--- config.mk ---
export PLATFORM = sky130hd
export DESIGN_NAME = jacobi_symbol_unit_flat
export DESIGN_NICKNAME = d
export VERILOG_FILES = /design/src/rtl/jsu_pkg.sv /design/src/rtl/jsu_stream_if.sv /design/src/rtl/jsu_rem_unit.sv /design/src/rtl/jacobi_symbol_unit.sv /design/src/flat_wrapper.sv
export SDC_FILE = /design/constraint.sdc
export NUM_CORES = 1
export LEC_CHECK = 0
export BUFFER_PORTS_ARGS = -buffer_cell sky130_fd_sc_hd__buf_2
export CAP_MARGIN = 20
export CORE_MARGIN = 5
export CORE_UTILIZATION = 56
export CTS_CLUSTER_SIZE = 16
export DETAILED_ROUTE_END_ITERATION = 7
export GPL_TIMING_DRIVEN = 0
export PLACE_DENSITY_LB_ADDON = 0.08
export SLEW_MARGIN = 10
export SYNTH_ARGS = -nofsm -noshare
export SYNTH_HDL_FRONTEND = slang
export SYNTH_HIERARCHICAL = 1
export SYNTH_SLANG_ARGS = --single-unit
export TNS_END_PERCENT = 50
--- constraint.sdc ---
create_clock -name clk -period 8.3 [get_ports clk]
set_input_delay 1.245 -clock clk [delete_from_list [all_inputs] [get_ports clk]]
set_output_delay 1.245 -clock clk [all_outputs]
set_load 0.01 [all_outputs]
--- src/rtl/jsu_pkg.sv ---
// ============================================================================
// jsu_pkg: shared types and constants of the Jacobi symbol unit
// Holds the channel field widths, the result codes and the sequencer states.
// ============================================================================
package jsu_pkg;

	// Width of the operand fields on the input channel.
	localparam int unsigned FIELD_W = 64;

	// Two's complement codes of the symbol field.
	localparam logic signed [1:0] SYM_ZERO = 2'sb00;
	localparam logic signed [1:0] SYM_POS  = 2'sb01;
	localparam logic signed [1:0] SYM_NEG  = 2'sb11;

	typedef enum logic [2:0] {
		ST_IDLE,
		ST_REDUCE,
		ST_TEST,
		ST_FINISH
	} jsu_state_t;

	// Handshake between the sequencer and the shared remainder unit.
	typedef struct packed {
		logic start;
	} jsu_rem_req_t;

	typedef struct packed {
		logic done;
	} jsu_rem_rsp_t;

endpackage

--- src/rtl/jsu_stream_if.sv ---
// ============================================================================
// jsu_stream_if: valid/ready channels of the Jacobi symbol unit
// One interface for the operand channel and one for the result channel.
// ============================================================================
interface jsu_in_if import jsu_pkg::*; ();
	logic               valid;
	logic               ready;
	logic [FIELD_W-1:0] value_n;
	logic [FIELD_W-1:0] modulus_p;

	modport source (output valid, output value_n, output modulus_p, input ready);
	modport sink   (input valid, input value_n, input modulus_p, output ready);
endinterface

interface jsu_out_if import jsu_pkg::*; ();
	logic              valid;
	logic              ready;
	logic signed [1:0] symbol;
	logic              zero_modulus_error;

	modport source (output valid, output symbol, output zero_modulus_error, input ready);
	modport sink   (input valid, input symbol, input zero_modulus_error, output ready);
endinterface

--- src/rtl/jsu_rem_unit.sv ---
// ============================================================================
// jsu_rem_unit: bit-serial remainder unit
// Restoring division that brings in one dividend bit per cycle and keeps only
// the remainder. The divisor must be nonzero.
// ============================================================================
module jsu_rem_unit import jsu_pkg::*; #(
	parameter int unsigned WIDTH = 64
) (
	input  logic             clk,
	input  logic             arst_n,
	input  jsu_rem_req_t     req,
	output jsu_rem_rsp_t     rsp,
	input  logic [WIDTH-1:0] dividend,
	input  logic [WIDTH-1:0] divisor,
	output logic [WIDTH-1:0] remainder
);

	localparam int unsigned CNT_W = $clog2(WIDTH);

	logic             running_q;
	logic             done_q;
	logic [CNT_W-1:0] cnt_q;
	logic [WIDTH-1:0] div_bits_q;
	logic [WIDTH-1:0] divisor_q;
	logic [WIDTH-1:0] rem_q;

	logic [WIDTH:0]   trial;
	logic [WIDTH:0]   diff;
	logic [WIDTH-1:0] rem_next;

	// One step: shift the next dividend bit in and subtract when it fits.
	always_comb begin
		trial = {rem_q, div_bits_q[WIDTH-1]};
		diff  = trial - {1'b0, divisor_q};
		if (trial >= {1'b0, divisor_q}) begin
			rem_next = diff[WIDTH-1:0];
		end else begin
			rem_next = trial[WIDTH-1:0];
		end
	end

	always_ff @(posedge clk or negedge arst_n) begin
		if (!arst_n) begin
			running_q <= 1'b0;
			done_q    <= 1'b0;
			cnt_q     <= '0;
		end else begin
			done_q <= 1'b0;
			if (req.start) begin
				running_q <= 1'b1;
				cnt_q     <= CNT_W'(WIDTH - 1);
			end else if (running_q) begin
				cnt_q <= cnt_q - 1'b1;
				if (cnt_q == '0) begin
					running_q <= 1'b0;
					done_q    <= 1'b1;
				end
			end
		end
	end

	always_ff @(posedge clk) begin
		if (req.start) begin
			div_bits_q <= dividend;
			divisor_q  <= divisor;
			rem_q      <= '0;
		end else if (running_q) begin
			div_bits_q <= {div_bits_q[WIDTH-2:0], 1'b0};
			rem_q      <= rem_next;
		end
	end

	assign rsp.done  = done_q;
	assign remainder = rem_q;

endmodule

--- src/rtl/jacobi_symbol_unit.sv ---
// ============================================================================
// jacobi_symbol_unit: Jacobi symbol (n / p) by the binary algorithm
// Reduces n modulo p and iterates halving and swap-and-reduce steps on a
// single shared bit-serial remainder unit under a small sequencer.
// ============================================================================
//
// Channel    Role   Payload
// ---------  -----  -----------------------------------------------
// operands   sink   value_n[63:0], modulus_p[63:0]
// result     source symbol[1:0] (signed), zero_modulus_error
//
// Every reduction runs in the shared remainder unit, and each factor of two
// taken out of the running value is one halving step in the sequencer; how
// long an item takes is set by the number of swap-and-reduce rounds, and a
// zero modulus goes straight to the result. One item is in work at a time: the
// operand channel is ready only while the sequencer idles. A finished result
// sits in an output register, so a new operand transfer is taken while it
// waits; the next result is held back until that register has drained.
// Reset clears sequencer, output valid flag and remainder unit control only.
//
module jacobi_symbol_unit import jsu_pkg::*; #(
	parameter int unsigned WIDTH = 64
) (
	input  logic       clk,
	input  logic       arst_n,
	jsu_in_if.sink     operands,
	jsu_out_if.source  result
);

	jsu_state_t state_q;
	jsu_state_t state_next;

	// Running value, running modulus and accumulated sign (1 means negative).
	logic [WIDTH-1:0] r_q;
	logic [WIDTH-1:0] m_q;
	logic             neg_q;
	logic             err_q;

	logic              out_valid_q;
	logic signed [1:0] out_symbol_q;
	logic              out_err_q;

	jsu_rem_req_t     rem_req;
	jsu_rem_rsp_t     rem_rsp;
	logic [WIDTH-1:0] rem_dividend;
	logic [WIDTH-1:0] rem_divisor;
	logic [WIDTH-1:0] rem_value;

	logic             in_xfer;
	logic             out_free;
	logic             load_out;
	logic [WIDTH-1:0] n_in;
	logic [WIDTH-1:0] p_in;
	logic             r_zero;
	logic             flip_half;
	logic             flip_swap;
	logic signed [1:0] final_symbol;

	// Operands beyond WIDTH bits are dropped on entry.
	assign n_in = operands.value_n[WIDTH-1:0];
	assign p_in = operands.modulus_p[WIDTH-1:0];

	assign in_xfer  = operands.valid && operands.ready;
	assign out_free = !out_valid_q || result.ready;
	assign r_zero   = (r_q == '0);

	// Halving flips the sign when the modulus is 3 or 5 mod 8; a swap flips it
	// when both values are 3 mod 4.
	assign flip_half = (m_q[2:0] == 3'd3) || (m_q[2:0] == 3'd5);
	assign flip_swap = (r_q[1:0] == 2'd3) && (m_q[1:0] == 2'd3);

	always_comb begin
		if (err_q || (m_q != WIDTH'(1))) begin
			final_symbol = SYM_ZERO;
		end else if (neg_q) begin
			final_symbol = SYM_NEG;
		end else begin
			final_symbol = SYM_POS;
		end
	end

	// Next-state logic.
	always_comb begin
		state_next = state_q;
		case (state_q)
			ST_IDLE: begin
				if (in_xfer) begin
					if (p_in == '0) begin
						state_next = ST_FINISH;
					end else begin
						state_next = ST_REDUCE;
					end
				end
			end
			ST_REDUCE: begin
				if (rem_rsp.done) begin
					state_next = ST_TEST;
				end
			end
			ST_TEST: begin
				if (r_zero) begin
					state_next = ST_FINISH;
				end else if (r_q[0]) begin
					state_next = ST_REDUCE;
				end
			end
			ST_FINISH: begin
				if (out_free) begin
					state_next = ST_IDLE;
				end
			end
			default: state_next = ST_IDLE;
		endcase
	end

	// Output decode of the sequencer.
	always_comb begin
		operands.ready = 1'b0;
		rem_req.start  = 1'b0;
		rem_dividend   = m_q;
		rem_divisor    = r_q;
		load_out       = 1'b0;
		case (state_q)
			ST_IDLE: begin
				operands.ready = 1'b1;
				rem_req.start  = operands.valid && (p_in != '0);
				rem_dividend   = n_in;
				rem_divisor    = p_in;
			end
			ST_TEST: begin
				// An odd nonzero value swaps places with the modulus and the old
				// modulus is reduced by it.
				rem_req.start = !r_zero && r_q[0];
			end
			ST_FINISH: begin
				load_out = out_free;
			end
			default: begin
			end
		endcase
	end

	always_ff @(posedge clk or negedge arst_n) begin
		if (!arst_n) begin
			state_q     <= ST_IDLE;
			out_valid_q <= 1'b0;
		end else begin
			state_q <= state_next;
			if (load_out) begin
				out_valid_q <= 1'b1;
			end else if (result.ready) begin
				out_valid_q <= 1'b0;
			end
		end
	end

	// Datapath registers of the iteration.
	always_ff @(posedge clk) begin
		case (state_q)
			ST_IDLE: begin
				if (in_xfer) begin
					m_q   <= p_in;
					neg_q <= 1'b0;
					err_q <= (p_in == '0);
				end
			end
			ST_REDUCE: begin
				if (rem_rsp.done) begin
					r_q <= rem_value;
				end
			end
			ST_TEST: begin
				if (!r_zero) begin
					if (!r_q[0]) begin
						r_q   <= {1'b0, r_q[WIDTH-1:1]};
						neg_q <= neg_q ^ flip_half;
					end else begin
						m_q   <= r_q;
						neg_q <= neg_q ^ flip_swap;
					end
				end
			end
			default: begin
			end
		endcase
		if (load_out) begin
			out_symbol_q <= final_symbol;
			out_err_q    <= err_q;
		end
	end

	jsu_rem_unit #(
		.WIDTH (WIDTH)
	) u_rem (
		.clk       (clk),
		.arst_n    (arst_n),
		.req       (rem_req),
		.rsp       (rem_rsp),
		.dividend  (rem_dividend),
		.divisor   (rem_divisor),
		.remainder (rem_value)
	);

	assign result.valid              = out_valid_q;
	assign result.symbol             = out_symbol_q;
	assign result.zero_modulus_error = out_err_q;

endmodule
--- src/flat_wrapper.sv ---
// flat-port wrapper written by rule: the top's interface ports become plain ports
module jacobi_symbol_unit_flat import jsu_pkg::*;
#(
	parameter int unsigned WIDTH = 64
)
  (clk, arst_n, operands_valid, operands_value_n, operands_modulus_p, operands_ready, result_valid, result_symbol, result_zero_modulus_error, result_ready);
  jsu_in_if operands_i ();
  jsu_out_if result_i ();
  input  logic clk;
  input  logic arst_n;
  input wire logic [$bits(operands_i.valid)-1:0] operands_valid;
  input wire logic [$bits(operands_i.value_n)-1:0] operands_value_n;
  input wire logic [$bits(operands_i.modulus_p)-1:0] operands_modulus_p;
  output wire logic [$bits(operands_i.ready)-1:0] operands_ready;
  output wire logic [$bits(result_i.valid)-1:0] result_valid;
  output wire logic [$bits(result_i.symbol)-1:0] result_symbol;
  output wire logic [$bits(result_i.zero_modulus_error)-1:0] result_zero_modulus_error;
  input wire logic [$bits(result_i.ready)-1:0] result_ready;
  assign operands_i.valid = operands_valid;
  assign operands_i.value_n = operands_value_n;
  assign operands_i.modulus_p = operands_modulus_p;
  assign operands_ready = operands_i.ready;
  assign result_valid = result_i.valid;
  assign result_symbol = result_i.symbol;
  assign result_zero_modulus_error = result_i.zero_modulus_error;
  assign result_i.ready = result_ready;
  jacobi_symbol_unit #(.WIDTH(WIDTH)) u_core (.clk(clk), .arst_n(arst_n), .operands(operands_i), .result(result_i));
endmodule
After elaboration in Yosys (flattened, before gate mapping)
Cells that the tools add are included.

cells by class
  add/sub/neg operators = 2
  magnitude comparators = 1
  equal/unequal tests = 15
  mux-type cells = 38
  bitwise gates (word level) = 2
  reductions and logical operators = 24

operator list
  operator                                                                  number
  64-bit two-way mux                                                        11
  64-bit case mux with 2 select lines                                       2
  64-bit zero test                                                          2
  65-bit by 64-bit >= comparator with 1-bit output                          1
  64-bit by 1-bit inequality test with 1-bit output, second input constant  1
  64-bit nonzero test                                                       1
  64-bit subtractor                                                         1
  3-bit two-way mux                                                         5
  1-bit two-way mux                                                         13
  6-bit two-way mux                                                         2
  3-bit case mux with 4 select lines                                        1
  4-bit AND reduction                                                       3
  3-bit by 2-bit equality test with 1-bit output, second input constant     3
  2-bit nonzero test                                                        4
  6-bit zero test                                                           1
  2-bit by 1-bit inequality test with 1-bit output, second input constant   3
  2-bit inequality test, second input constant                              3
  3-bit AND reduction                                                       2
  6-bit by 1-bit subtractor with 6-bit output, second input constant        1
  2-bit equality test, second input constant                                2
  1-bit logical AND                                                         4
  2-bit two-way mux                                                         2
  1-bit case mux with 2 select lines                                        2
  3-bit by 1-bit equality test with 1-bit output, second input constant     1
  7 further kinds                                                           11

storage, ports and cells
  register bits after elaboration = 337
  output and inout bits = 5
  logic and storage cells = 97

Depth between registers and ports, before layout
Gate-level depths: netlist of the first run.

  word-level depth = 6
  gate-level depth with buffers = 16
  depth with buffers taken out = 15

Hierarchy
Netlist of the first run, hierarchy kept.

modules (own cells, without submodules)
  module              times used  cells each  area each (sq um)  sequential area each (sq um)
  jsu_rem_unit        1           1,207       11,773.8           5,325.1
  jacobi_symbol_unit  1           662         8,089.0            4,068.9

Worst setup path before layout of the first run
No wires, ideal clock.

  path type = input to register
  start = input port operands_modulus_p[45]
  end = register u_core.u_rem.div_bits_q[0] (enable)
  setup time = 0.418 ns
  data arrival time = 8.030 ns
  required time = 7.882 ns
  path slack = -0.147 ns
  stages on the path = 7
  cells stage by stage = nor4_1 > nand4_1 > nor4_2 > o21ai_0 > clkbuf_1 > nor2_1 > inv_1

on the way
  longest elaborated chain between the ends = 4

ends and longest elaborated chain
  what                                 RTL line                   RTL
  start: declaration                   flat_wrapper.sv:13         input wire logic [$bits(operands_i.modulus_p)-1:0] operands_modulus_p;
  64-bit nonzero test                  jacobi_symbol_unit.sv:126  rem_req.start = operands.valid && (p_in != '0);
  1-bit logical AND                    jacobi_symbol_unit.sv:126
  1-bit case mux with 2 select lines   jacobi_symbol_unit.sv:123  case (state_q)
  net u_core.rem_req                   jacobi_symbol_unit.sv:43   jsu_rem_req_t rem_req;
  2-bit nonzero test (no source line)  n/a
  end signal: assignment               jsu_rem_unit.sv:64         div_bits_q <= dividend;
  end signal: assignment               jsu_rem_unit.sv:68         div_bits_q <= {div_bits_q[WIDTH-2:0], 1'b0};
  end: declaration                     jsu_rem_unit.sv:23         logic [WIDTH-1:0] div_bits_q;

The timed path passes the listed nets, and every way through them passes these cells.
A chain may end at the register's enable or synchronous reset.

Worst setup path after layout of the first run
  start = input port operands_modulus_p[23]
  end = register u_core.u_rem.div_bits_q[55] (enable)

Same word-level chain as after synthesis.

==> report_table.html, run 1 <==
<table>
<tr><th>Metric</th><th>Value</th></tr>
<tr><th colspan="2">Synthesis</th></tr>
<tr><td>Area share of the largest cell type after synthesis</td><td>39.5%</td></tr>
<tr><td>Post-synthesis net count</td><td>2068</td></tr>
<tr><td>Asr flop ratio synth</td><td>3.27%</td></tr>
<tr><td>Most used DFF post-synth</td><td>sky130_fd_sc_hd__edfxtp_1</td></tr>
<tr><td>Post-Synthesis Cell Area</td><td>19900 sq um</td></tr>
<tr><td>Yosys warns</td><td>6</td></tr>
<tr><td>Register area share after synthesis</td><td>47.3%</td></tr>
<tr><td>Average footprint of a synthesized cell</td><td>10.6 sq um</td></tr>
<tr><td>Post-synthesis instance total</td><td>1869</td></tr>
<tr><td>Largest area contributor in the synthesized netlist</td><td>sky130_fd_sc_hd__edfxtp_1</td></tr>
<tr><td>Ranking of synthesized cells by area</td><td>sky130_fd_sc_hd__edfxtp_1 39%, sky130_fd_sc_hd__mux2_2 14%, sky130_fd_sc_hd__dfxtp_1 6.5%</td></tr>
<tr><td>#FFs+latches synth</td><td>336</td></tr>
<tr><td>Number of distinct library cells after synthesis</td><td>72</td></tr>
<tr><td>EDFF count, synth</td><td>261</td></tr>
<tr><th colspan="2">Routing</th></tr>
<tr><td>Highest metal layer with signal wires</td><td>met5</td></tr>
<tr><td>Count of nets left with antenna violations after detail routing</td><td>0</td></tr>
<tr><td>Drt pass-1 iters</td><td>5</td></tr>
<tr><td>Wire length per cell after detailed routing</td><td>24.6 microns</td></tr>
<tr><td>Initial DRC count</td><td>1627</td></tr>
<tr><td>Met3 WL</td><td>4170 microns</td></tr>
<tr><td>Total via count in the routed design</td><td>15900</td></tr>
<tr><td>Met2 routed WL</td><td>30900 microns</td></tr>
<tr><td>DRC violations left</td><td>0</td></tr>
<tr><td>Average via count per standard cell</td><td>6.27</td></tr>
<tr><td>Routed Wire Length</td><td>62300 microns</td></tr>
<tr><td>Routed length on met1</td><td>25200 microns</td></tr>
<tr><th colspan="2">STA</th></tr>
<tr><td>Final worst-path cycle share</td><td>60.4%</td></tr>
<tr><td>Setup repair after global routing missed its margin</td><td>false</td></tr>
<tr><td>Hold violation count in the final report</td><td>0</td></tr>
<tr><td>Setup Viol. Count Final</td><td>0</td></tr>
<tr><td>Clock period minus worst slack</td><td>5.01 ns</td></tr>
<tr><td>Worst Max-Slew Pin Slew</td><td>1.01 ns</td></tr>
<tr><td>Worst clock skew</td><td>0.0110 ns</td></tr>
<tr><td>Pins Over Slew Limit</td><td>0</td></tr>
<tr><td>Maximum clock rate</td><td>199 MHz</td></tr>
<tr><td>Slew margin rel.</td><td>32.9%</td></tr>
<tr><th colspan="2">Job</th></tr>
<tr><td>Max-Cap Viols</td><td>0</td></tr>
<tr><th colspan="2">Global routing</th></tr>
<tr><td>Initial antenna violation count</td><td>3</td></tr>
<tr><td>Maximum number of pins on one net before global-route repair</td><td>65</td></tr>
<tr><td>Via count of the first global-routing pass</td><td>15300</td></tr>
<tr><td>Residual overflow from global routing</td><td>0</td></tr>
<tr><td>All-layer global routing usage</td><td>30.7%</td></tr>
<tr><td>Wire length of the first global-routing pass</td><td>91100 microns</td></tr>
<tr><th colspan="2">Final layout</th></tr>
<tr><td>Fin util</td><td>63.5%</td></tr>
<tr><td>Area added between synthesis and finish</td><td>12.9%</td></tr>
<tr><td>Total Nets Final</td><td>2248</td></tr>
<tr><td>Fraction of final layout cells with drive strength greater than 1</td><td>24.4%</td></tr>
<tr><td>Fillers</td><td>2871</td></tr>
<tr><td>Most common cell after layout, fill and taps aside</td><td>sky130_fd_sc_hd__edfxtp_1</td></tr>
<tr><td>Non-filler cells in the finished layout</td><td>2537</td></tr>
<tr><td>Highest-count cells in the layout ignoring fill and taps</td><td>261 x sky130_fd_sc_hd__edfxtp_1, 254 x sky130_fd_sc_hd__mux2_2, 161 x sky130_fd_sc_hd__buf_2</td></tr>
<tr><th colspan="2">Floorplan</th></tr>
<tr><td>Number of top-level pins</td><td>137</td></tr>
<tr><td>Placeable core region</td><td>35300 sq um</td></tr>
<tr><td>Site Rows</td><td>69</td></tr>
<tr><td>Floorplan die area</td><td>39300 sq um</td></tr>
<tr><td>Die outline height</td><td>198 microns</td></tr>
<tr><td>Starting density of the core</td><td>56.3%</td></tr>
<tr><td>Width of the die</td><td>198 microns</td></tr>
<tr><th colspan="2">Clock tree</th></tr>
<tr><td>Worst-skew pair later-pin latency</td><td>0.53 ns</td></tr>
<tr><td>Clk buf depth</td><td>3</td></tr>
<tr><td>Hold-fix buffers, CTS</td><td>0</td></tr>
<tr><td>Post-CTS sizing</td><td>0</td></tr>
<tr><td>CTS Root Cell</td><td>sky130_fd_sc_hd__clkbuf_16</td></tr>
<tr><td>Postcts setup bufs</td><td>0</td></tr>
<tr><td>Number of buffers created by CTS</td><td>36</td></tr>
<tr><td>Clk pin slew, worst setup/hold paths</td><td>0.06 ns</td></tr>
<tr><td>CTS sink cnt</td><td>336</td></tr>
<tr><td>CTS H-tree depth</td><td>2</td></tr>
<tr><td>TritonCTS clock tree</td><td>built</td></tr>
<tr><th colspan="2">Placed design</th></tr>
<tr><td>Final Wtd Congestion</td><td>0.931</td></tr>
<tr><td>Cell Count Post-Placement</td><td>2472</td></tr>
<tr><td>Final HPWL DP</td><td>48600 microns</td></tr>
<tr><td>Count of input and output buffers</td><td>136</td></tr>
<tr><th colspan="2">Setup path</th></tr>
<tr><td>Peak fanout along the critical path</td><td>64</td></tr>
<tr><td>Worst path cell trace</td><td>buf_2, nor4_1, nand4_1, nor4_2, o21ai_4, buf_16, clkbuf_1, nor2_1, buf_6, inv_4</td></tr>
<tr><td>Cell at the slowest stage of the critical path</td><td>sky130_fd_sc_hd__nor4_1</td></tr>
<tr><td>CP endpoint kind</td><td>flop</td></tr>
<tr><td>R2R setup slack</td><td>3.40 ns</td></tr>
<tr><td>Required time of the critical path</td><td>8.47 ns</td></tr>
<tr><td>Worst path bufs/invs</td><td>5</td></tr>
<tr><td>Kind of critical path</td><td>in -&gt; reg</td></tr>
<tr><td>Delay of the slowest cell on the worst path</td><td>0.83 ns</td></tr>
<tr><td>Cell family with most CP delay</td><td>simple AND/OR/NAND/NOR gates</td></tr>
<tr><td>Startpoint kind of the worst setup timing path</td><td>primary input</td></tr>
<tr><td>Endpoint arrival time on the critical path</td><td>5.18 ns</td></tr>
<tr><th colspan="2">Run status</th></tr>
<tr><td>Result of the run</td><td>complete, no violations</td></tr>
<tr><th colspan="2">Power and ir drop</th></tr>
<tr><td>Total leakage power</td><td>8.69 nW</td></tr>
<tr><td>Maximum ir drop on the vdd rail</td><td>0.000241 V</td></tr>
<tr><td>Power per Cell Area</td><td>352 nW/um^2</td></tr>
<tr><th colspan="2">Worst hold path</th></tr>
<tr><td>Kind of path behind the tightest hold check</td><td>reg -&gt; reg</td></tr>
</table>
layout make-up:
class	count	area [sq um]	area share [%]
Multi-Input combinational cell	1325	9590	42.8
Tap cell	461	577	2.57
Sequential cell	336	9390	41.9
Inverter	87	329	1.47
Clock buffer	48	987	4.40
Clock inverter	16	164	0.731
Buffer	121	588	2.62
Timing Repair Buffer	142	785	3.50
Antenna cell	1	2.50	0.0112
metal layers:
metal,track usage [%],vias up
met5,0,-
met4,10.3,2
met3,3.34,102
met2,52.5,661
met1,41.1,7852
li1,-,7283
path summary, 6_finish.rpt:
check                                                start                           to  cells past startpoint
worst max register to register           u_core/state_q[1]  u_core/u_rem/div_bits_q[55]                     11
worst min register to register  u_core/u_rem/remainder[19]   u_core/u_rem/remainder[19]                      2
worst min-delay path            u_core/u_rem/remainder[19]   u_core/u_rem/remainder[19]                      2
max in group asynchronous                           arst_n             u_core/u_rem/rsp                      1
worst max-delay path                operands_modulus_p[23]  u_core/u_rem/div_bits_q[55]                     10
min in group asynchronous                           arst_n        u_core/u_rem/cnt_q[2]                      1
state kept, by name (all words and copies together), names as in the netlist:
name	count
u_core/u_rem/rsp	1
u_core/u_rem/remainder	64
u_core/result.zero_modulus_error	1
u_core/r_q	64
u_core/result.symbol	2
u_core/err_q	1
u_core/state_q	2
u_core/u_rem/div_bits_q	64
u_core/result.valid	1
u_core/m_q	64
u_core/u_rem/running_q	1
u_core/neg_q	1
u_core/u_rem/divisor_q	64
u_core/u_rem/cnt_q	6
tightest hold or removal path, cell delays in order (launching register included):
cell                      delay, ns
sky130_fd_sc_hd__dfxtp_1       0.35
sky130_fd_sc_hd__nand2_1       0.06
sky130_fd_sc_hd__o21ai_0       0.06
stage by stage:
stage / setup slack (ns) / instance area (sq um) / total power [mW] / TNS (ns) / hold slack, ns
global placement: -1.59 / 21100 / 6.19 / -131.22 / 0.512
finish: 3.29 / 22400 / 7.90 / 0 / 0.522
detailed placement: 3.00 / 21300 / 6.26 / 0 / 0.516
global route: 3.21 / 22400 / 8.37 / 0 / 0.546
CTS: 3.41 / 22400 / 7.86 / 0 / 0.527
floorplan: 1.62 / 19900 / 5.23 / 0 / 0.428
power breakdown:
group          switching (mW)  leakage, nW  internal [mW]
Clock                   0.668        0.563          0.934
Sequential              0.346         3.12           2.39
Combinational            2.13         5.01           1.43
cell usage after synthesis, drive strengths merged (3+ instances only):
cell type  number
a41oi           3
buf            47
inv            87
a21oi         110
o32ai           3
nand2         154
nor4b           3
a31oi           9
a32oi           5
a21o           31
and3            8
nand4          38
ha             66
nand3          14
a311oi         16
o31a            3
o31ai           6
o211ai         16
a221o           3
xnor2          36
and2            7
nand2b         76
dfxtp          64
a21boi          3
o21bai         14
a211o           4
a211oi         40
nand3b          3
edfxtp        261
xor2           26
nor3           12
nor2b           9
or3             7
o22ai           3
nor4           56
mux2          255
nor2          122
clkbuf         74
dfrtp          11
mux2i          14
o21a            6
o21ai         125
cell families after synthesis:
group	count (synthesis)	share of synthesized area [%]
mux	269	15.2
simple gates	517	13.0
compound gates	410	12.9
buf+inv	208	4.60
xor+xnor	62	2.73
fa+ha+maj	67	4.26
flops	336	47.3
No activity file was read; power rests on OpenSTA's default activity.
==> run 2, diff against run 1 <==
==> constraint.sdc (replaced) <==
create_clock -name clk -period 4.17 [get_ports clk]
set_input_delay 0.6255 -clock clk [delete_from_list [all_inputs] [get_ports clk]]
set_output_delay 0.6255 -clock clk [all_outputs]
set_load 0.01 [all_outputs]
==> run 2 against run 1 <==
Worst hold slack worse by 0.11 ns. Sequential cell count unchanged. Clock power up 97%. Total power up 99%. Setup slack worse by 3.1 ns. Cell count up 0.12%. Critical path depth unchanged. Non-clock buffer count up 3. Utilization up 0.24 points. Largest power group unchanged.
==> report_table.html, run 2 (same netlist as run 1, synthesis figures left out) <==
<table>
<tr><th>Metric</th><th>Value</th></tr>
<tr><th colspan="2">Setup path</th></tr>
<tr><td>Startpoint kind of the worst setup timing path</td><td>flop</td></tr>
<tr><td>Peak fanout along the critical path</td><td>36</td></tr>
<tr><td>FF-to-FF path depth</td><td>10</td></tr>
<tr><td>Kind of critical path</td><td>reg -&gt; reg</td></tr>
<tr><td>Reg-to-reg critical path endpoint</td><td>u_core/u_rem/remainder[57]</td></tr>
<tr><td>Endpoint arrival time on the critical path</td><td>4.40 ns</td></tr>
<tr><td>Reg-to-reg critical path startpoint</td><td>u_core/state_q[1]</td></tr>
<tr><td>Worst path cell trace</td><td>buf_2, nor2_2, buf_4, buf_4, nand2_1, o21ai_4, buf_12, clkbuf_1, clkbuf_1, o32ai_1</td></tr>
<tr><td>Delay of the slowest cell on the worst path</td><td>0.66 ns</td></tr>
<tr><td>CP endpoint kind</td><td>flop</td></tr>
<tr><td>Required time of the critical path</td><td>4.56 ns</td></tr>
<tr><td>Cell at the slowest stage of the critical path</td><td>sky130_fd_sc_hd__o21ai_4</td></tr>
<tr><td>R2R setup slack</td><td>0.16 ns</td></tr>
<tr><th colspan="2">STA</th></tr>
<tr><td>Hold violation count in the final report</td><td>0</td></tr>
<tr><td>Final worst-path cycle share</td><td>96.2%</td></tr>
<tr><td>Clock period minus worst slack</td><td>4.01 ns</td></tr>
<tr><td>Worst Max-Slew Pin Slew</td><td>0.893 ns</td></tr>
<tr><td>Pins Over Slew Limit</td><td>0</td></tr>
<tr><td>Worst clock skew</td><td>0.0239 ns</td></tr>
<tr><td>Setup Viol. Count Final</td><td>0</td></tr>
<tr><td>Maximum clock rate</td><td>249 MHz</td></tr>
<tr><td>Final setup TNS</td><td>0 ns</td></tr>
<tr><td>Slew margin rel.</td><td>39.9%</td></tr>
<tr><th colspan="2">Routing</th></tr>
<tr><td>Average via count per standard cell</td><td>6.22</td></tr>
<tr><td>Count of nets left with antenna violations after detail routing</td><td>0</td></tr>
<tr><td>Drt pass-1 iters</td><td>5</td></tr>
<tr><td>DRC violations left</td><td>0</td></tr>
<tr><td>Initial DRC count</td><td>1585</td></tr>
<tr><td>Total via count in the routed design</td><td>15800</td></tr>
<tr><td>Routed Wire Length</td><td>62300 microns</td></tr>
<tr><td>Wire length per cell after detailed routing</td><td>24.5 microns</td></tr>
<tr><th colspan="2">Power and ir drop</th></tr>
<tr><td>Maximum ir drop on the vdd rail</td><td>0.000459 V</td></tr>
<tr><td>Total leakage power</td><td>8.72 nW</td></tr>
<tr><td>Power per Cell Area</td><td>700 nW/um^2</td></tr>
<tr><th colspan="2">Placed design</th></tr>
<tr><td>Final Wtd Congestion</td><td>0.939</td></tr>
<tr><td>Final HPWL DP</td><td>48600 microns</td></tr>
<tr><td>Cell Count Post-Placement</td><td>2473</td></tr>
<tr><td>Count of input and output buffers</td><td>136</td></tr>
<tr><th colspan="2">Floorplan</th></tr>
<tr><td>Die outline height</td><td>198 microns</td></tr>
<tr><td>Site Rows</td><td>69</td></tr>
<tr><td>Placeable core region</td><td>35300 sq um</td></tr>
<tr><td>Number of top-level pins</td><td>137</td></tr>
<tr><td>Floorplan die area</td><td>39300 sq um</td></tr>
<tr><td>Width of the die</td><td>198 microns</td></tr>
<tr><td>Starting density of the core</td><td>56.3%</td></tr>
<tr><th colspan="2">Final layout</th></tr>
<tr><td>Total Nets Final</td><td>2252</td></tr>
<tr><td>Non-filler cells in the finished layout</td><td>2540</td></tr>
<tr><td>Fillers</td><td>2928</td></tr>
<tr><td>Most common cell after layout, fill and taps aside</td><td>sky130_fd_sc_hd__edfxtp_1</td></tr>
<tr><td>Fraction of final layout cells with drive strength greater than 1</td><td>25.2%</td></tr>
<tr><td>Highest-count cells in the layout ignoring fill and taps</td><td>261 x sky130_fd_sc_hd__edfxtp_1, 254 x sky130_fd_sc_hd__mux2_2, 161 x sky130_fd_sc_hd__buf_2</td></tr>
<tr><td>Area added between synthesis and finish</td><td>13.3%</td></tr>
<tr><th colspan="2">Global routing</th></tr>
<tr><td>All-layer global routing usage</td><td>30.9%</td></tr>
<tr><td>Maximum number of pins on one net before global-route repair</td><td>65</td></tr>
<tr><td>Via count of the first global-routing pass</td><td>15600</td></tr>
<tr><td>Wire length of the first global-routing pass</td><td>91700 microns</td></tr>
<tr><td>Initial antenna violation count</td><td>2</td></tr>
<tr><td>Residual overflow from global routing</td><td>0</td></tr>
<tr><th colspan="2">Worst hold path</th></tr>
<tr><td>Kind of path behind the tightest hold check</td><td>in -&gt; reg</td></tr>
<tr><td>Hold Path Depth</td><td>2</td></tr>
<tr><td>HP Start</td><td>operands_modulus_p[0]</td></tr>
<tr><td>Worst hold path endpoint</td><td>u_core/m_q[0]</td></tr>
<tr><th colspan="2">Clock tree</th></tr>
<tr><td>Clk pin slew, worst setup/hold paths</td><td>0.06 ns</td></tr>
<tr><td>Clk buf depth</td><td>3</td></tr>
<tr><td>CTS sink cnt</td><td>336</td></tr>
<tr><td>Number of buffers created by CTS</td><td>36</td></tr>
<tr><td>TritonCTS clock tree</td><td>built</td></tr>
<tr><td>CTS Root Cell</td><td>sky130_fd_sc_hd__clkbuf_16</td></tr>
<tr><td>CTS H-tree depth</td><td>2</td></tr>
<tr><td>Worst-skew pair later-pin latency</td><td>0.53 ns</td></tr>
<tr><th colspan="2">Run status</th></tr>
<tr><td>Result of the run</td><td>complete, no violations</td></tr>
<tr><th colspan="2">Job</th></tr>
<tr><td>Max-Cap Viols</td><td>0</td></tr>
</table>
run 2: worst max path at each step:
stage / cells past startpoint / startpoint / slack [ns] / endpoint
after floorplan: 7 / operands_modulus_p[41] / 0.03 / u_core/u_rem/div_bits_q[0]
after global placement: 8 / operands_modulus_p[23] / -2.52 / u_core/u_rem/div_bits_q[8]
after detailed placement: 11 / operands_modulus_p[22] / -0.90 / u_core/u_rem/div_bits_q[9]
after CTS: 15 / u_core/u_rem/div_bits_q[63] / 0.07 / u_core/u_rem/remainder[60]
after global routing: 14 / u_core/u_rem/div_bits_q[63] / -0.01 / u_core/u_rem/remainder[56]
final: 10 / u_core/state_q[1] / 0.16 / u_core/u_rem/remainder[57]
run 2: area by class of cell:
type                            instances  area, sq um  area share [%]
Tap cell                              461          577            2.56
Sequential cell                       336         9390            41.7
Timing Repair Buffer                  146          822            3.65
Buffer                                120          588            2.61
Multi-Input combinational cell       1325         9650            42.9
Clock inverter                         16          151           0.673
Clock buffer                           47          983            4.37
Timing Repair inverter                  1         5.00          0.0222
Inverter                               87          330            1.47
Antenna cell                            1         2.50          0.0111
run 2: repair_timing:
item,CTS,global route
hold buffers,1,0
setup buffers,0,2
hold endpoints to repair,11,0
pin swaps,0,1
gates cloned,0,1
resized for setup,3,14
endpoints found under the setup margin,148,96
run 2: power by group:
group          internal (mW)  switching (mW)  total, mW
clock                   1.84            1.30       3.15
sequential              4.76           0.685       5.45
combinational           2.90            4.25       7.15
run 2: layer usage:
metal	track usage [%]	vias to the layer above	part of all wire (%)
met5	0	-	0
met2	51.3	689	48
met4	12.3	0	4.4
met3	4.92	137	7.5
li1	-	7295	-
met1	40.9	7689	40
run 2: critical path, delay by kind of cell, from the launching register on:
kind,cells,cell delay (ns)
buffers and inverters,6,2.24
AO/OA/AOI/OAI,2,0.81
AND/OR/NAND/NOR,2,0.46
flip-flops,1,0.36
run 2: per-stage QoR:
stage               worst slack, ns  power (mW)  hold WS, ns  area [sq um]  utilization (%)
finish                        0.160        15.7        0.415         22500             63.7
global route                -0.0143        16.7        0.421         22500             63.7
CTS                          0.0735        15.6        0.398         22400             63.5
detailed placement           -0.903        12.4        0.518         21300             60.3
global placement              -2.52        12.3        0.509         21100             59.9
floorplan                    0.0350        10.4        0.330         19900                -
==> run 3, diff against run 2 <==
--- a/config.mk
+++ b/config.mk
@@ -5,6 +5,7 @@
 export SDC_FILE = /design/constraint.sdc
 export NUM_CORES = 1
 export LEC_CHECK = 0
+export ABC_AREA = 1
 export BUFFER_PORTS_ARGS = -buffer_cell sky130_fd_sc_hd__buf_2
 export CAP_MARGIN = 20
 export CORE_MARGIN = 5
==> run 3 against run 2 <==
Sequential cell count unchanged. Sequential power increased by 11%. Maximum frequency up 1.4%. Largest power group unchanged. Sequential share of layout area is 4.1 points lower. Count of clock-buffer cells in the layout increased by 2. Combinational power shrank 6.2%.
==> report_table.html, run 3 <==
<table>
<tr><th>Metric</th><th>Value</th></tr>
<tr><th colspan="2">Run status</th></tr>
<tr><td>Result of the run</td><td>complete, no violations</td></tr>
<tr><th colspan="2">Setup path</th></tr>
<tr><td>Delay of the slowest cell on the worst path</td><td>0.74 ns</td></tr>
<tr><td>FF-to-FF path depth</td><td>10</td></tr>
<tr><td>Kind of critical path</td><td>reg -&gt; reg</td></tr>
<tr><td>Worst path bufs/invs</td><td>6</td></tr>
<tr><td>Cell at the slowest stage of the critical path</td><td>sky130_fd_sc_hd__o21ai_4</td></tr>
<tr><td>Required time of the critical path</td><td>4.40 ns</td></tr>
<tr><td>Peak fanout along the critical path</td><td>62</td></tr>
<tr><td>Cell family with most CP delay</td><td>buffers and inverters</td></tr>
<tr><td>Endpoint arrival time on the critical path</td><td>4.18 ns</td></tr>
<tr><td>CP endpoint kind</td><td>flop</td></tr>
<tr><td>Number of stages on the worst setup path</td><td>10</td></tr>
<tr><td>Startpoint kind of the worst setup timing path</td><td>flop</td></tr>
<tr><td>Worst path cell trace</td><td>nor2_2, inv_2, buf_4, nor2_1, inv_1, o21ai_4, nor2_1, inv_1, clkbuf_4, buf_16</td></tr>
<tr><th colspan="2">Global routing</th></tr>
<tr><td>Maximum number of pins on one net before global-route repair</td><td>65</td></tr>
<tr><td>All-layer global routing usage</td><td>33.2%</td></tr>
<tr><td>Met1 track utilization from global routing</td><td>47.8%</td></tr>
<tr><td>Met2 capacity usage during global routing</td><td>51.7%</td></tr>
<tr><td>Via count of the first global-routing pass</td><td>20000</td></tr>
<tr><td>GRT met3 Usage</td><td>4.75%</td></tr>
<tr><td>Initial antenna violation count</td><td>6</td></tr>
<tr><td>Wire length of the first global-routing pass</td><td>113000 microns</td></tr>
<tr><td>Layer with the highest usage</td><td>met2</td></tr>
<tr><td>Residual overflow from global routing</td><td>0</td></tr>
<tr><th colspan="2">Routing</th></tr>
<tr><td>Wire length per cell after detailed routing</td><td>18.9 microns</td></tr>
<tr><td>Average via count per standard cell</td><td>5.42</td></tr>
<tr><td>Total via count in the routed design</td><td>21600</td></tr>
<tr><td>DRC violations left</td><td>0</td></tr>
<tr><td>Initial DRC count</td><td>2831</td></tr>
<tr><td>Routed Wire Length</td><td>75100 microns</td></tr>
<tr><td>Count of nets left with antenna violations after detail routing</td><td>0</td></tr>
<tr><td>Drt pass-1 iters</td><td>7</td></tr>
<tr><th colspan="2">Synthesis</th></tr>
<tr><td>Register area share after synthesis</td><td>42.1%</td></tr>
<tr><td>Average footprint of a synthesized cell</td><td>6.87 sq um</td></tr>
<tr><td>Post-synthesis net count</td><td>3445</td></tr>
<tr><td>Largest area contributor in the synthesized netlist</td><td>sky130_fd_sc_hd__edfxtp_1</td></tr>
<tr><td>Ranking of synthesized cells by area</td><td>sky130_fd_sc_hd__edfxtp_1 35%, sky130_fd_sc_hd__nand2_1 24%, sky130_fd_sc_hd__inv_1 8.5%</td></tr>
<tr><td>Most common cell in the netlist</td><td>sky130_fd_sc_hd__nand2_1</td></tr>
<tr><td>Area share of the largest cell type after synthesis</td><td>35.1%</td></tr>
<tr><td>#FFs+latches synth</td><td>336</td></tr>
<tr><td>EDFF count, synth</td><td>261</td></tr>
<tr><td>Asr flop ratio synth</td><td>3.27%</td></tr>
<tr><td>Yosys warns</td><td>6</td></tr>
<tr><td>List of most frequent post-synthesis cells</td><td>1401 x sky130_fd_sc_hd__nand2_1, 504 x sky130_fd_sc_hd__inv_1, 261 x sky130_fd_sc_hd__edfxtp_1</td></tr>
<tr><td>Post-Synthesis Cell Area</td><td>22300 sq um</td></tr>
<tr><td>Most used DFF post-synth</td><td>sky130_fd_sc_hd__edfxtp_1</td></tr>
<tr><td>Number of distinct library cells after synthesis</td><td>40</td></tr>
<tr><td>Post-synthesis instance total</td><td>3246</td></tr>
<tr><th colspan="2">Placed design</th></tr>
<tr><td>Count of input and output buffers</td><td>136</td></tr>
<tr><td>Cell Count Post-Placement</td><td>3910</td></tr>
<tr><td>Setup WS pre-CTS</td><td>-0.301 ns</td></tr>
<tr><td>Final Wtd Congestion</td><td>1.06</td></tr>
<tr><td>Final HPWL DP</td><td>60600 microns</td></tr>
<tr><th colspan="2">Floorplan</th></tr>
<tr><td>Site Rows</td><td>73</td></tr>
<tr><td>Placeable core region</td><td>39500 sq um</td></tr>
<tr><td>Die outline height</td><td>210 microns</td></tr>
<tr><td>Number of top-level pins</td><td>137</td></tr>
<tr><td>Width of the die</td><td>210 microns</td></tr>
<tr><td>Starting density of the core</td><td>56.4%</td></tr>
<tr><td>Floorplan die area</td><td>43900 sq um</td></tr>
<tr><th colspan="2">Clock tree</th></tr>
<tr><td>CTS Root Cell</td><td>sky130_fd_sc_hd__clkbuf_16</td></tr>
<tr><td>TritonCTS clock tree</td><td>built</td></tr>
<tr><td>Worst-skew pair later-pin latency</td><td>0.56 ns</td></tr>
<tr><td>Clk pin slew, worst setup/hold paths</td><td>0.07 ns</td></tr>
<tr><td>CTS sink cnt</td><td>336</td></tr>
<tr><td>CTS H-tree depth</td><td>2</td></tr>
<tr><td>Post-CTS sizing</td><td>0</td></tr>
<tr><td>Clk buf depth</td><td>3</td></tr>
<tr><td>Number of buffers created by CTS</td><td>37</td></tr>
<tr><td>Postcts setup bufs</td><td>0</td></tr>
<tr><th colspan="2">STA</th></tr>
<tr><td>Minimum setup slack in the final design</td><td>0.215 ns</td></tr>
<tr><td>Hold violation count in the final report</td><td>0</td></tr>
<tr><td>Setup Viol. Count Final</td><td>0</td></tr>
<tr><td>Slew margin rel.</td><td>38.2%</td></tr>
<tr><td>Pins Over Slew Limit</td><td>0</td></tr>
<tr><td>Worst Max-Slew Pin Slew</td><td>0.926 ns</td></tr>
<tr><td>Final setup TNS</td><td>0 ns</td></tr>
<tr><td>Setup repair after global routing missed its margin</td><td>false</td></tr>
<tr><td>Maximum clock rate</td><td>253 MHz</td></tr>
<tr><td>Clock period minus worst slack</td><td>3.95 ns</td></tr>
<tr><td>Worst clock skew</td><td>0.0319 ns</td></tr>
<tr><td>Final worst-path cycle share</td><td>94.8%</td></tr>
<tr><th colspan="2">Final layout</th></tr>
<tr><td>Most common cell after layout, fill and taps aside</td><td>sky130_fd_sc_hd__nand2_1</td></tr>
<tr><td>Non-filler cells in the finished layout</td><td>3978</td></tr>
<tr><td>Area added between synthesis and finish</td><td>12.0%</td></tr>
<tr><td>Highest-count cells in the layout ignoring fill and taps</td><td>1400 x sky130_fd_sc_hd__nand2_1, 504 x sky130_fd_sc_hd__inv_1, 261 x sky130_fd_sc_hd__edfxtp_1</td></tr>
<tr><td>Number of diodes added for antenna fixing</td><td>0</td></tr>
<tr><td>Fraction of final layout cells with drive strength greater than 1</td><td>9.53%</td></tr>
<tr><td>Total Nets Final</td><td>3624</td></tr>
<tr><th colspan="2">Job</th></tr>
<tr><td>Max-Cap Viols</td><td>0</td></tr>
<tr><th colspan="2">Power and ir drop</th></tr>
<tr><td>Total leakage power</td><td>12.7 nW</td></tr>
<tr><td>Maximum ir drop on the vdd rail</td><td>0.000482 V</td></tr>
<tr><td>Power per Cell Area</td><td>641 nW/um^2</td></tr>
<tr><th colspan="2">Worst hold path</th></tr>
<tr><td>Hold Path Depth</td><td>2</td></tr>
<tr><td>Kind of path behind the tightest hold check</td><td>in -&gt; reg</td></tr>
</table>
-- run 3: cell types whose count changed after synthesis, sizes merged, moves of 39 or more --
cell,change
a21oi,-56
nor4,-47
o21ai,+80
nand3,+169
mux2,-255
a211oi,-39
nand2b,-76
nand2,+1263
nor2,+97
inv,+439
-- run 3: per-layer routing --
metal | routed length, microns | part of all wire [%] | vias up
met5 | 27 | 0.036 | -
met4 | 2920 | 3.9 | 4
met3 | 7180 | 9.6 | 136
met2 | 32700 | 44 | 1064
met1 | 32300 | 43 | 9890
li1 | - | - | 10500
-- run 3: kinds of logic after synthesis --
group / after synthesis / share of synthesized area, %
xor gates and xnor gates: 31 / 1.22
and+or+nand+nor: 1911 / 35.2
adders and majority gates: 67 / 3.79
DFF: 336 / 42.1
AOI/OAI and AO/OA: 272 / 6.31
buffers and inverters: 629 / 11.3
-- run 3: where the power goes --
part	leakage, nW	internal, mW	total (mW)	switching, mW
logic	8.82	1.83	6.71	4.88
registers	3.24	5.43	6.05	0.619
clock network	0.600	1.88	3.25	1.37
total	12.7	9.15	16.0	6.86
-- run 3: worst paths after layout --
kind / from / to / slack [ns]
worst min register to register: u_core/u_rem/remainder[31] / u_core/u_rem/remainder[31] / 0.49
max in group asynchronous: arst_n / u_core/state_q[1] / 3.45
worst max register to register: u_core/state_q[0] / u_core/u_rem/div_bits_q[59] / 0.22
min in group asynchronous: arst_n / u_core/state_q[0] / 0.47
worst min-delay path: result_ready / u_core/result.valid / 0.31
worst max-delay path: u_core/state_q[0] / u_core/u_rem/div_bits_q[59] / 0.22
-- run 3: per-stage QoR --
stage	hold slack (ns)	power (mW)	area, sq um	utilization, %
3_5_place_dp	0.481	12.6	23700	60.0
5_1_grt	0.313	17.0	25000	63.1
4_1_cts	0.280	15.9	25000	63.1
6_report	0.305	16.0	25000	63.1
3_3_place_gp	0.485	12.4	23600	59.8
2_1_floorplan	0.330	10.3	22300	-
-- run 3: area by class of cell --
type                       instances  area [sq um]
sequential                       336          9390
clock buffer                      49          1020
tap                              525           657
timing repair buffer             140           766
multi-input combinational       2282         10400
buffer                           101           548
fill                            3663         14600
clock inverter                    18           193
inverter                         527          1980
-- run 3: what timing repair did --
| item | in CTS | in global routing |
|---|---|---|
| endpoints found under the hold margin | 11 | 0 |
| hold buffers | 1 | 0 |
| setup endpoints to repair | 62 | 0 |
